**src/rtl/nlsl_pkg.sv**
```systemverilog
// -----------------------------------------------------------------------------
// Nearest light sorted list package
// Field widths, operation and result codes, and controller/datapath types.
// -----------------------------------------------------------------------------
package nlsl_pkg;

    localparam int POS_W     = 25;
    localparam int ORG_W     = 21;
    localparam int KIND_W    = 8;
    localparam int DIST_W    = 52;
    localparam int SLOT_W    = 3;
    localparam int COUNT_W   = 4;
    localparam int OP_W      = 2;
    localparam int CFG_IDX_W = 2;

    localparam logic [CFG_IDX_W-1:0] CFG_ORIGIN_X = 2'd0;
    localparam logic [CFG_IDX_W-1:0] CFG_ORIGIN_Y = 2'd1;
    localparam logic [CFG_IDX_W-1:0] CFG_ORIGIN_Z = 2'd2;

    typedef enum logic [OP_W-1:0] {
        OP_INSERT = 2'd0,
        OP_REMOVE = 2'd1,
        OP_READ   = 2'd2
    } op_t;

    typedef enum logic [2:0] {
        RES_APPENDED   = 3'd0,
        RES_INSERTED   = 3'd1,
        RES_DROPPED    = 3'd2,
        RES_REJECTED   = 3'd3,
        RES_REMOVED    = 3'd4,
        RES_NOT_FOUND  = 3'd5,
        RES_READ_OK    = 3'd6,
        RES_READ_EMPTY = 3'd7
    } res_t;

    typedef enum logic [1:0] {
        SLOT_ZERO = 2'd0,
        SLOT_IDX  = 2'd1,
        SLOT_READ = 2'd2
    } slot_sel_t;

    typedef enum logic [3:0] {
        S_IDLE     = 4'd0,
        S_DECODE   = 4'd1,
        S_ABS      = 4'd2,
        S_SQR      = 4'd3,
        S_ACC      = 4'd4,
        S_WALK_INS = 4'd5,
        S_WALK_RM  = 4'd6,
        S_READ     = 4'd7,
        S_FINISH   = 4'd8
    } fsm_t;

    typedef struct packed {
        logic      capture;
        logic      abs_en;
        logic      sq_en;
        logic      acc_en;
        logic      idx_inc;
        logic      insert;
        logic      remove;
        logic      out_load;
        res_t      out_status;
        slot_sel_t out_slot_sel;
        logic      out_data_en;
    } dp_cmd_t;

    typedef struct packed {
        logic            axis_last;
        logic            idx_full;
        logic            idx_ge_count;
        logic            dist_less;
        logic            pos_match;
        logic            list_full;
        logic            read_hit;
        logic            out_busy;
        logic [OP_W-1:0] op;
    } dp_status_t;

endpackage

```
**src/rtl/nlsl_ctrl.sv**
```systemverilog
// -----------------------------------------------------------------------------
// Nearest light sorted list controller
// Sequences distance computation, the slot walk and result delivery.
// -----------------------------------------------------------------------------
module nlsl_ctrl
    import nlsl_pkg::*;
(
    input  logic       aclk,
    input  logic       aresetn,
    input  logic       s_valid,
    output logic       s_ready,
    input  dp_status_t status,
    output dp_cmd_t    cmd
);

    fsm_t      state_reg, state_next;
    res_t      res_code_reg, res_code_next;
    slot_sel_t res_slot_reg, res_slot_next;

    always_ff @(posedge aclk) begin
        if (!aresetn) begin
            state_reg    <= S_IDLE;
            res_code_reg <= RES_READ_EMPTY;
            res_slot_reg <= SLOT_ZERO;
        end else begin
            state_reg    <= state_next;
            res_code_reg <= res_code_next;
            res_slot_reg <= res_slot_next;
        end
    end

    always_comb begin
        state_next    = state_reg;
        res_code_next = res_code_reg;
        res_slot_next = res_slot_reg;
        case (state_reg)
            S_IDLE: begin
                if (s_valid) begin
                    state_next = S_DECODE;
                end
            end
            S_DECODE: begin
                case (op_t'(status.op))
                    OP_INSERT: state_next = S_ABS;
                    OP_REMOVE: state_next = S_WALK_RM;
                    OP_READ:   state_next = S_READ;
                    default: begin
                        res_code_next = RES_READ_EMPTY;
                        res_slot_next = SLOT_ZERO;
                        state_next    = S_FINISH;
                    end
                endcase
            end
            S_ABS: begin
                state_next = S_SQR;
            end
            S_SQR: begin
                if (status.axis_last) begin
                    state_next = S_ACC;
                end
            end
            S_ACC: begin
                state_next = S_WALK_INS;
            end
            S_WALK_INS: begin
                if (status.idx_full) begin
                    res_code_next = RES_REJECTED;
                    res_slot_next = SLOT_ZERO;
                    state_next    = S_FINISH;
                end else if (status.idx_ge_count) begin
                    res_code_next = RES_APPENDED;
                    res_slot_next = SLOT_IDX;
                    state_next    = S_FINISH;
                end else if (status.dist_less) begin
                    res_code_next = status.list_full ? RES_DROPPED : RES_INSERTED;
                    res_slot_next = SLOT_IDX;
                    state_next    = S_FINISH;
                end
            end
            S_WALK_RM: begin
                if (status.idx_ge_count) begin
                    res_code_next = RES_NOT_FOUND;
                    res_slot_next = SLOT_ZERO;
                    state_next    = S_FINISH;
                end else if (status.pos_match) begin
                    res_code_next = RES_REMOVED;
                    res_slot_next = SLOT_IDX;
                    state_next    = S_FINISH;
                end
            end
            S_READ: begin
                res_code_next = status.read_hit ? RES_READ_OK : RES_READ_EMPTY;
                res_slot_next = SLOT_READ;
                state_next    = S_FINISH;
            end
            S_FINISH: begin
                if (!status.out_busy) begin
                    state_next = S_IDLE;
                end
            end
            default: begin
                state_next = S_IDLE;
            end
        endcase
    end

    always_comb begin
        cmd              = '0;
        cmd.out_status   = res_code_reg;
        cmd.out_slot_sel = res_slot_reg;
        cmd.out_data_en  = (res_code_reg == RES_READ_OK);
        s_ready          = 1'b0;
        case (state_reg)
            S_IDLE: begin
                s_ready     = 1'b1;
                cmd.capture = s_valid;
            end
            S_ABS: begin
                cmd.abs_en = 1'b1;
            end
            S_SQR: begin
                cmd.sq_en = 1'b1;
            end
            S_ACC: begin
                cmd.acc_en = 1'b1;
            end
            S_WALK_INS: begin
                cmd.insert  = !status.idx_full && (status.idx_ge_count || status.dist_less);
                cmd.idx_inc = !status.idx_full && !status.idx_ge_count && !status.dist_less;
            end
            S_WALK_RM: begin
                cmd.remove  = !status.idx_ge_count && status.pos_match;
                cmd.idx_inc = !status.idx_ge_count && !status.pos_match;
            end
            S_FINISH: begin
                cmd.out_load = !status.out_busy;
            end
            default: begin
                s_ready = 1'b0;
            end
        endcase
    end

endmodule

```
**src/rtl/nlsl_datapath.sv**
```systemverilog
// -----------------------------------------------------------------------------
// Nearest light sorted list datapath
// Origin registers, distance unit, slot storage with shifting, result register.
// -----------------------------------------------------------------------------
module nlsl_datapath
    import nlsl_pkg::*;
#(
    parameter int LIGHT_SLOTS = 8
) (
    input  logic                     aclk,
    input  logic                     aresetn,
    input  logic                     cfg_we,
    input  logic [CFG_IDX_W-1:0]     cfg_index,
    input  logic [ORG_W-1:0]         cfg_wdata,
    input  logic [OP_W-1:0]          s_op,
    input  logic signed [POS_W-1:0]  s_pos_x,
    input  logic signed [POS_W-1:0]  s_pos_y,
    input  logic signed [POS_W-1:0]  s_pos_z,
    input  logic [KIND_W-1:0]        s_light_kind,
    input  logic [SLOT_W-1:0]        s_read_slot,
    input  dp_cmd_t                  cmd,
    output dp_status_t               status,
    output logic                     m_valid,
    input  logic                     m_ready,
    output logic [2:0]               m_status,
    output logic [SLOT_W-1:0]        m_slot,
    output logic [COUNT_W-1:0]       m_entry_count,
    output logic signed [POS_W-1:0]  m_out_x,
    output logic signed [POS_W-1:0]  m_out_y,
    output logic signed [POS_W-1:0]  m_out_z,
    output logic [KIND_W-1:0]        m_out_kind,
    output logic [DIST_W-1:0]        m_out_distance
);

    localparam int CNT_W = $clog2(LIGHT_SLOTS + 1);
    localparam int IDX_W = (LIGHT_SLOTS > 1) ? $clog2(LIGHT_SLOTS) : 1;
    localparam int CMP_W = (CNT_W > SLOT_W) ? CNT_W : SLOT_W;
    localparam int ABS_W = POS_W + 1;
    localparam int ORIGIN_SHIFT = 4;

    typedef enum logic [1:0] {
        AXIS_X = 2'd0,
        AXIS_Y = 2'd1,
        AXIS_Z = 2'd2
    } axis_t;

    function automatic logic [ABS_W-1:0] axis_abs(
        input logic [POS_W-1:0] pos,
        input logic [ORG_W-1:0] org
    );
        logic [ABS_W-1:0] diff;
        diff = {pos[POS_W-1], pos} - {org[ORG_W-1], org, {ORIGIN_SHIFT{1'b0}}};
        return diff[ABS_W-1] ? (~diff + 1'b1) : diff;
    endfunction

    logic signed [ORG_W-1:0] org_x_reg, org_y_reg, org_z_reg;

    logic [OP_W-1:0]   op_reg;
    logic [POS_W-1:0]  pos_x_reg, pos_y_reg, pos_z_reg;
    logic [KIND_W-1:0] kind_reg;
    logic [SLOT_W-1:0] rslot_reg;

    logic [ABS_W-1:0]  abs_x_reg, abs_y_reg, abs_z_reg;
    logic [ABS_W-1:0]  abs_sel;
    axis_t             axis_reg;
    logic [DIST_W-1:0] sq_reg, acc_reg, sq_calc;

    logic [CNT_W-1:0]  idx_reg, count_reg;
    logic [IDX_W-1:0]  idx;

    logic [POS_W-1:0]  slot_x [LIGHT_SLOTS];
    logic [POS_W-1:0]  slot_y [LIGHT_SLOTS];
    logic [POS_W-1:0]  slot_z [LIGHT_SLOTS];
    logic [DIST_W-1:0] slot_distance [LIGHT_SLOTS];
    logic [KIND_W-1:0] slot_kind [LIGHT_SLOTS];

    logic [POS_W-1:0]  rd_x, rd_y, rd_z;
    logic [DIST_W-1:0] rd_distance;
    logic [KIND_W-1:0] rd_kind;

    logic              m_valid_reg;
    logic [2:0]        m_status_reg;
    logic [SLOT_W-1:0] m_slot_reg;
    logic [COUNT_W-1:0] m_entry_count_reg;
    logic [POS_W-1:0]  m_out_x_reg, m_out_y_reg, m_out_z_reg;
    logic [KIND_W-1:0] m_out_kind_reg;
    logic [DIST_W-1:0] m_out_distance_reg;

    assign idx         = idx_reg[IDX_W-1:0];
    assign rd_x        = slot_x[idx];
    assign rd_y        = slot_y[idx];
    assign rd_z        = slot_z[idx];
    assign rd_distance = slot_distance[idx];
    assign rd_kind     = slot_kind[idx];

    always_comb begin
        case (axis_reg)
            AXIS_X:  abs_sel = abs_x_reg;
            AXIS_Y:  abs_sel = abs_y_reg;
            default: abs_sel = abs_z_reg;
        endcase
    end

    assign sq_calc = abs_sel * abs_sel;

    always_ff @(posedge aclk) begin
        if (!aresetn) begin
            org_x_reg <= '0;
            org_y_reg <= '0;
            org_z_reg <= '0;
        end else if (cfg_we) begin
            case (cfg_index)
                CFG_ORIGIN_X: org_x_reg <= cfg_wdata;
                CFG_ORIGIN_Y: org_y_reg <= cfg_wdata;
                CFG_ORIGIN_Z: org_z_reg <= cfg_wdata;
                default: ;
            endcase
        end
    end

    always_ff @(posedge aclk) begin
        if (cmd.capture) begin
            op_reg    <= s_op;
            pos_x_reg <= s_pos_x;
            pos_y_reg <= s_pos_y;
            pos_z_reg <= s_pos_z;
            kind_reg  <= s_light_kind;
            rslot_reg <= s_read_slot;
        end
        if (cmd.abs_en) begin
            abs_x_reg <= axis_abs(pos_x_reg, org_x_reg);
            abs_y_reg <= axis_abs(pos_y_reg, org_y_reg);
            abs_z_reg <= axis_abs(pos_z_reg, org_z_reg);
        end
        if (cmd.capture) begin
            sq_reg   <= '0;
            acc_reg  <= '0;
            axis_reg <= AXIS_X;
        end else if (cmd.sq_en) begin
            sq_reg   <= sq_calc;
            acc_reg  <= acc_reg + sq_reg;
            axis_reg <= axis_t'(axis_reg + 2'd1);
        end else if (cmd.acc_en) begin
            acc_reg  <= acc_reg + sq_reg;
        end
    end

    always_ff @(posedge aclk) begin
        if (!aresetn) begin
            idx_reg   <= '0;
            count_reg <= '0;
        end else begin
            if (cmd.capture) begin
                idx_reg <= (op_t'(s_op) == OP_READ) ? CNT_W'(s_read_slot) : '0;
            end else if (cmd.idx_inc) begin
                idx_reg <= idx_reg + 1'b1;
            end
            if (cmd.insert && (count_reg != CNT_W'(LIGHT_SLOTS))) begin
                count_reg <= count_reg + 1'b1;
            end else if (cmd.remove) begin
                count_reg <= count_reg - 1'b1;
            end
        end
    end

    always_ff @(posedge aclk) begin
        if (cmd.insert) begin
            for (int n = 1; n < LIGHT_SLOTS; n++) begin
                if (CNT_W'(n) > idx_reg) begin
                    slot_x[n]        <= slot_x[n-1];
                    slot_y[n]        <= slot_y[n-1];
                    slot_z[n]        <= slot_z[n-1];
                    slot_distance[n] <= slot_distance[n-1];
                    slot_kind[n]     <= slot_kind[n-1];
                end
            end
            slot_x[idx]        <= pos_x_reg;
            slot_y[idx]        <= pos_y_reg;
            slot_z[idx]        <= pos_z_reg;
            slot_distance[idx] <= acc_reg;
            slot_kind[idx]     <= kind_reg;
        end else if (cmd.remove) begin
            for (int n = 0; n < LIGHT_SLOTS - 1; n++) begin
                if (CNT_W'(n) >= idx_reg) begin
                    slot_x[n]        <= slot_x[n+1];
                    slot_y[n]        <= slot_y[n+1];
                    slot_z[n]        <= slot_z[n+1];
                    slot_distance[n] <= slot_distance[n+1];
                    slot_kind[n]     <= slot_kind[n+1];
                end
            end
        end
    end

    always_ff @(posedge aclk) begin
        if (!aresetn) begin
            m_valid_reg <= 1'b0;
        end else if (cmd.out_load) begin
            m_valid_reg <= 1'b1;
        end else if (m_ready) begin
            m_valid_reg <= 1'b0;
        end
    end

    always_ff @(posedge aclk) begin
        if (cmd.out_load) begin
            m_status_reg      <= cmd.out_status;
            m_entry_count_reg <= COUNT_W'(count_reg);
            case (cmd.out_slot_sel)
                SLOT_IDX:  m_slot_reg <= SLOT_W'(idx_reg);
                SLOT_READ: m_slot_reg <= rslot_reg;
                default:   m_slot_reg <= '0;
            endcase
            if (cmd.out_data_en) begin
                m_out_x_reg        <= rd_x;
                m_out_y_reg        <= rd_y;
                m_out_z_reg        <= rd_z;
                m_out_kind_reg     <= rd_kind;
                m_out_distance_reg <= rd_distance;
            end else begin
                m_out_x_reg        <= '0;
                m_out_y_reg        <= '0;
                m_out_z_reg        <= '0;
                m_out_kind_reg     <= '0;
                m_out_distance_reg <= '0;
            end
        end
    end

    assign status.axis_last    = (axis_reg == AXIS_Z);
    assign status.idx_full     = (idx_reg == CNT_W'(LIGHT_SLOTS));
    assign status.idx_ge_count = (idx_reg >= count_reg);
    assign status.dist_less    = (acc_reg < rd_distance);
    assign status.pos_match    = (rd_x == pos_x_reg) && (rd_y == pos_y_reg)
                                 && (rd_z == pos_z_reg);
    assign status.list_full    = (count_reg == CNT_W'(LIGHT_SLOTS));
    assign status.read_hit     = (CMP_W'(rslot_reg) < CMP_W'(count_reg));
    assign status.out_busy     = m_valid_reg && !m_ready;
    assign status.op           = op_reg;

    assign m_valid        = m_valid_reg;
    assign m_status       = m_status_reg;
    assign m_slot         = m_slot_reg;
    assign m_entry_count  = m_entry_count_reg;
    assign m_out_x        = m_out_x_reg;
    assign m_out_y        = m_out_y_reg;
    assign m_out_z        = m_out_z_reg;
    assign m_out_kind     = m_out_kind_reg;
    assign m_out_distance = m_out_distance_reg;

endmodule

```
**src/rtl/nearest_light_sorted_list.sv**
```systemverilog
// -----------------------------------------------------------------------------
// Nearest light sorted list: an insert runs decode, absolute differences, the shared squarer
// over the three axes, accumulation and a list walk of one slot per cycle; a remove walks the
// list and a read looks up its slot. A new beat is accepted only after the result is loaded.
// Synchronous active-low reset empties the list and zeroes the origin; slot data is not cleared.
// -----------------------------------------------------------------------------
module nearest_light_sorted_list
    import nlsl_pkg::*;
#(
    parameter int LIGHT_SLOTS = 8
) (
    input  logic                     aclk,
    input  logic                     aresetn,
    input  logic                     cfg_we,
    input  logic [CFG_IDX_W-1:0]     cfg_index,
    input  logic [ORG_W-1:0]         cfg_wdata,
    input  logic                     s_valid,
    output logic                     s_ready,
    input  logic [OP_W-1:0]          s_op,
    input  logic signed [POS_W-1:0]  s_pos_x,
    input  logic signed [POS_W-1:0]  s_pos_y,
    input  logic signed [POS_W-1:0]  s_pos_z,
    input  logic [KIND_W-1:0]        s_light_kind,
    input  logic [SLOT_W-1:0]        s_read_slot,
    output logic                     m_valid,
    input  logic                     m_ready,
    output logic [2:0]               m_status,
    output logic [SLOT_W-1:0]        m_slot,
    output logic [COUNT_W-1:0]       m_entry_count,
    output logic signed [POS_W-1:0]  m_out_x,
    output logic signed [POS_W-1:0]  m_out_y,
    output logic signed [POS_W-1:0]  m_out_z,
    output logic [KIND_W-1:0]        m_out_kind,
    output logic [DIST_W-1:0]        m_out_distance
);

    dp_cmd_t    cmd;
    dp_status_t status;

    nlsl_ctrl u_ctrl (
        .aclk    (aclk),
        .aresetn (aresetn),
        .s_valid (s_valid),
        .s_ready (s_ready),
        .status  (status),
        .cmd     (cmd)
    );

    nlsl_datapath #(
        .LIGHT_SLOTS (LIGHT_SLOTS)
    ) u_datapath (
        .aclk           (aclk),
        .aresetn        (aresetn),
        .cfg_we         (cfg_we),
        .cfg_index      (cfg_index),
        .cfg_wdata      (cfg_wdata),
        .s_op           (s_op),
        .s_pos_x        (s_pos_x),
        .s_pos_y        (s_pos_y),
        .s_pos_z        (s_pos_z),
        .s_light_kind   (s_light_kind),
        .s_read_slot    (s_read_slot),
        .cmd            (cmd),
        .status         (status),
        .m_valid        (m_valid),
        .m_ready        (m_ready),
        .m_status       (m_status),
        .m_slot         (m_slot),
        .m_entry_count  (m_entry_count),
        .m_out_x        (m_out_x),
        .m_out_y        (m_out_y),
        .m_out_z        (m_out_z),
        .m_out_kind     (m_out_kind),
        .m_out_distance (m_out_distance)
    );

endmodule

```
**config.mk**
```make
export PLATFORM = sky130hd
export DESIGN_NAME = nearest_light_sorted_list
export DESIGN_NICKNAME = d
export VERILOG_FILES = /design/src/rtl/nlsl_pkg.sv /design/src/rtl/nlsl_ctrl.sv /design/src/rtl/nlsl_datapath.sv /design/src/rtl/nearest_light_sorted_list.sv
export SDC_FILE = /design/constraint.sdc
export NUM_CORES = 2
export LEC_CHECK = 0
export BUFFER_PORTS_ARGS = -buffer_cell sky130_fd_sc_hd__buf_2
export CAP_MARGIN = 20
export CORE_ASPECT_RATIO = 2
export CORE_MARGIN = 5
export CORE_UTILIZATION = 30
export CTS_CLUSTER_SIZE = 28
export DETAILED_ROUTE_END_ITERATION = 16
export HOLD_SLACK_MARGIN = 0.05
export PLACE_DENSITY = 0.44
export RECOVER_POWER = 100
export SLEW_MARGIN = 20
export SYNTH_ARGS = -nofsm -noshare
export SYNTH_HDL_FRONTEND = slang
export SYNTH_SLANG_ARGS = --single-unit
export TNS_END_PERCENT = 10
```
**constraint.sdc**
```tcl
create_clock -name aclk -period 15.2 [get_ports aclk]
set_input_delay 3.04 -clock aclk [delete_from_list [all_inputs] [get_ports aclk]]
set_output_delay 3.04 -clock aclk [all_outputs]
set_load 0.1 [all_outputs]
```
Yosys cells after proc, flatten, opt, wreduce, memory -nomap -nowiden
Memories as Yosys holds them, arrays and structs flattened. A register that Yosys moved wholly into a read port is not among the register bits.
Index checks and enable logic that the tools add are counted.
- logic and storage cells: 318
- bits in registers: 490
- output and inout bits: 147
- input port bits: 116
- memories: 5
- RAM bits: 1080
- muxes and demuxes: 153
- multipliers: 1
- $lt $le $gt $ge: 17
- add/subtract/negate cells: 11
- bitwise gates (word level): 33
- reductions and logical operators: 37
- eq/ne operators: 30
- memory list (memory ; depth ; bits a word ; rd ports ; clocked after memory_dff ; wr ports ; RTL line ; text):
    u_datapath.slot_distance ; 8 ; 52 ; 9 ; 1 ; 8 ; nlsl_datapath.sv:74 ; logic [DIST_W-1:0] slot_distance [LIGHT_SLOTS];
    u_datapath.slot_x ; 8 ; 25 ; 9 ; 1 ; 8 ; nlsl_datapath.sv:71 ; logic [POS_W-1:0] slot_x [LIGHT_SLOTS];
    u_datapath.slot_y ; 8 ; 25 ; 9 ; 1 ; 8 ; nlsl_datapath.sv:72 ; logic [POS_W-1:0] slot_y [LIGHT_SLOTS];
    u_datapath.slot_z ; 8 ; 25 ; 9 ; 1 ; 8 ; nlsl_datapath.sv:73 ; logic [POS_W-1:0] slot_z [LIGHT_SLOTS];
    u_datapath.slot_kind ; 8 ; 8 ; 9 ; 1 ; 8 ; nlsl_datapath.sv:75 ; logic [KIND_W-1:0] slot_kind [LIGHT_SLOTS];
- operator list (cell ; number):
    two-way mux 25 bit ; 24
    two-way mux 52 bit ; 9
    adder 26 x 1 -> 26 bit, second input constant ; 3
    NOT 26 bit ; 3
    subtractor 25 x 25 -> 26 bit ; 3
    == test 25 bit ; 3
    OR reduction 25 bit ; 3
    two-way mux 1 bit ; 67
    two-way mux 3 bit ; 20
    two-way mux 8 bit ; 7
    adder 52 bit ; 1
    < comparator 52 bit ; 1
    multiplier 26 x 26 -> 52 bit ; 1
    one-hot mux 26 bit (2 select lines) ; 1
    OR reduction 52 bit ; 1
    two-way mux 4 bit ; 12
    one-hot mux 4 bit (9 select lines) ; 1
    OR 1 bit ; 30
    == test 4 x 3 -> 1 bit, second input constant ; 4
    > comparator 3 x 4 -> 1 bit, first input constant ; 4
    two-way mux 2 bit ; 7
    == test 4 bit, second input constant ; 3
    >= comparator 3 x 4 -> 1 bit, first input constant ; 3
    one-hot mux 3 bit (4 select lines) ; 1
    34 further kinds ; 70

Depth between registers and ports, before layout
- depth in word-level cells: 10
- gate-level depth with buffers: 36

By module
From an unflattened synthesis, not the netlist that was laid out.
- cell total of the unflattened synthesis: 9996
- area, all modules: 107708.3 um2
- by module, submodules not included (module ; cells an instance ; area each (um2) ; times used):
    nlsl_datapath ; 9903 ; 106986.4 ; 1
    nlsl_ctrl ; 93 ; 721.9 ; 1

Worst setup path after synthesis
Ideal clock, no wire load.
- path kind: reg-to-reg
- start point: register with a tool-made name
- end point: memory u_datapath.slot_distance[5][0] (enable)
- path slack: -0.784 ns
- setup time: 0.844 ns
- path buffers: 8
- cell stages (with the launch flop): 20
- period minus slack after synthesis: 15.984 ns
- data arrival time: 15.140 ns
- path through: dfxtp_1 -> buf_2 -> buf_2 -> buf_2 -> buf_4 -> buf_4 -> clkbuf_1 -> buf_1 -> mux4_2 -> mux2i_1 -> ha_1 -> a2111oi_0 -> o21ai_0 -> o21ai_0 -> o22ai_1 -> o311a_1 -> o21ai_0 -> nand3_1 -> clkbuf_1 -> a221oi_1
- RTL lines (element ; RTL line):
    end, declared ; nlsl_datapath.sv:74

==> results.yml <==
clocking:
  htree_levels: 4
  clock_tree.buffer_depth: 4
  post_cts_resized: 0
  clkSinkCount: 1580
  cts_hold_buf: 0
  root_buffer: "clkbuf_16"
  cts_tree: "built"
  clk_pin_slew_ns: 0.07
  clk_latency_ns: 0.89
  cts_inserted_buffers: 169
  post_cts_buffers: 0
status:
  violations: "capacitance limit, slew limit"
  status: "finished with violations"
synthesis:
  syn-cell-area_mm2: 0.1067
  ys_seq_area_frac: 0.4269
  syn_inst: 9728
  synth_cell_types: 84
  synth_top_area_frac: 0.3915
  ys_top_cells_by_area: "edfxtp_1 39%, fa_1 9.7%, mux2i_1 9.4%"
  synth.yosys.warnings: 0
  synth_top_area_cell: "edfxtp_1"
  ys_seq_elements: 1580
  synth_edf_count: 1391
  synthArstFlopShare: 0
  synth_nets: 10740
  synthFlopType: "edfxtp_1"
  syn_avg_cell_area_um2: 10.97
floorplan:
  core-area_mm2: 0.3541
  rows: 309
  dieArea_mm2: 0.3684
  die_w_um: 431.7
  initial_utilization: 0.3013
  io_pins: 263
  die_y_um: 853.4
routing:
  wl_per_cell_um: 29.88
  drtIter0Drc: 5599
  ant_nets: 0
  remaining_drc_errors: 0
  drt-vias-per-instance: 5.318
  wl_um: 433200
  via_count: 77100
  drt-pass1-iter-count: 6
setup_path:
  critPathRequiredTime_ns: 15.76
  max_stage_delay_ns: 2.48
  arrival_ns: 12.91
  r2r_cells: 14
  critPathSlowestCell: "clkbuf_1"
  crit_chain: "clkbuf_1 -> buf_4 -> mux2i_1 -> xnor2_1 -> nor4_1 -> nand4_1 -> nor4_2 -> nand4_1 -> nor3_1 -> buf_12 -> buf_4 -> buf_4 -> mux2i_1 -> o21ai_0"
  crit_type: "reg2reg"
  worstSetupEndpointType: "register"
  crit_top_cell: "buf_4"
  worst-path-max-fanout: 75
  start_kind: "register"
  reg2reg_slack_ns: 2.86
placement:
  port_buffers: 262
  dpl.hpwl_um: 301000
  gp_congestion: 0.9264
final_layout:
  final_common_cell: "edfxtp_1"
  nNetsFinal: 10700
  regMostFlops: "u_datapath.slot_distance"
  areaGrowthSynthToFinish_pct: 10.52
  largest_reg_flops: 416
  final_layout_size_suffix_gt1_frac: 0.1070
  mostFrequentLayoutCells: "1391 x edfxtp_1, 1117 x nand2_1, 999 x mux2i_1, 858 x inv_1, 704 x nor2_1"
  fill_cells: 35870
sta:
  tightest_slew_ns: 4.287
  setup_viol: 0
  relSlewSlack: -1.858
  rsz0062_at_grt: "no"
  fmax_ghz: 0.08101
  tns_ns: 0
  holdWs_ns: 0.4541
  fin_crit_sh: 0.8121
  fin_crit_ns: 12.34
  fin_skew_ns: 0.09384
  hold_viol_final: 0
  slew_viol_final: 1082
job:
  maxCapViolations: 28
global_route:
  grt_pass1_wl_um: 608900
  track_usage: 0.2285
  grt.overflow.total: 0
  grt_max_degree: 183
  grt_pass1_vias: 81610
  antenna_found_initial: 11
hold_path:
  min_path_type: "reg2reg"
  holdPathStages: 2
[cells in the mapped netlist (12+ instances only)]
cell type	instances
buf_1	56
nor4_1	25
nand3_1	72
a21oi_1	608
or3_1	26
and2_1	25
o21ai_1	141
o31ai_1	24
buf_2	107
nand2_1	1118
xor2_1	95
fa_1	517
nand2b_1	32
nor3b_1	13
mux4_2	234
nor3_1	55
nand4_1	40
a31oi_1	33
dfxtp_1	189
o21ai_0	527
nor2_1	706
edfxtp_1	1391
a22o_1	29
a22oi_1	25
inv_1	859
mux2_2	272
a211oi_1	32
a21o_1	102
nor2b_1	28
o211ai_1	19
clkbuf_1	449
and3_1	24
ha_1	375
o21a_1	17
o21bai_1	25
o22ai_1	14
or2_2	12
xnor2_1	182
buf_4	43
mux2i_1	999
[routing by layer]
layer  GRT usage  vias up  part of all wire
li1            -    34160                 -
met1      0.2388    39400              0.35
met2      0.4247     2541              0.52
met3     0.02089      986             0.039
met4      0.1676       10             0.092
met5           0        -           0.00014
[worst max-delay path, delay by kind of cell, from the launching register on]
kind	cells	cell delay (ns)
buf+inv	5	5.62
compound gates	1	0.10
flops	1	1.39
mux	2	1.53
simple gates	5	2.94
xor+xnor	1	0.16
[path summary, 6_finish.rpt]
check                                              from                               endpoint
setup reg to reg                               register     u_datapath.slot_x[1][10]$_DFFE_PP_
hold reg to reg   u_datapath.org_y_reg[19]$_SDFFE_PN0P_  u_datapath.org_y_reg[19]$_SDFFE_PN0P_
hold / removal    u_datapath.org_y_reg[19]$_SDFFE_PN0P_  u_datapath.org_y_reg[19]$_SDFFE_PN0P_
setup / recovery                               register     u_datapath.slot_x[1][10]$_DFFE_PP_
[layout make-up]
cell class                      count  area (um^2)  share of cell area
Antenna cell                        6        15.01           0.0001273
Inverter                          871         3271             0.02773
Sequential cell                  1580        45560              0.3864
Multi-Input combinational cell   6602        54960              0.4660
Timing Repair Buffer              472         2720             0.02307
Tap cell                         4665         5837             0.04950
Clock inverter                     88        996.0            0.008445
Clock buffer                      213         4571             0.03876
[cell families (layout without fill, tap and decap cells)]
kind of cell,Yosys count,after routing,share of synthesized area
AOI/OAI and AO/OA,1698,1698,0.09077
buffers and inverters,1546,1644,0.05889
adders and majority gates,892,892,0.1410
other,0,6,0
DFF,1580,1580,0.4269
muxes,1506,1506,0.1719
xor gates and xnor gates,277,277,0.02274
and+or+nand+nor,2229,2229,0.08779
[metrics by stage]
step	instance area, um^2	instances	utilization	setup WS [ns]
after CTS	118400	14490	0.3344	4.959
after detailed placement	112900	14190	0.3187	4.918
after floorplan	106700	9728	-	2.389
after global routing	117900	14490	0.3330	2.241
final	117900	14500	0.3330	2.855
after global placement	112900	14190	0.3187	4.929
Power is not shown: default switching activity piles up to over one toggle a cycle in this logic, so the estimate is an artifact.
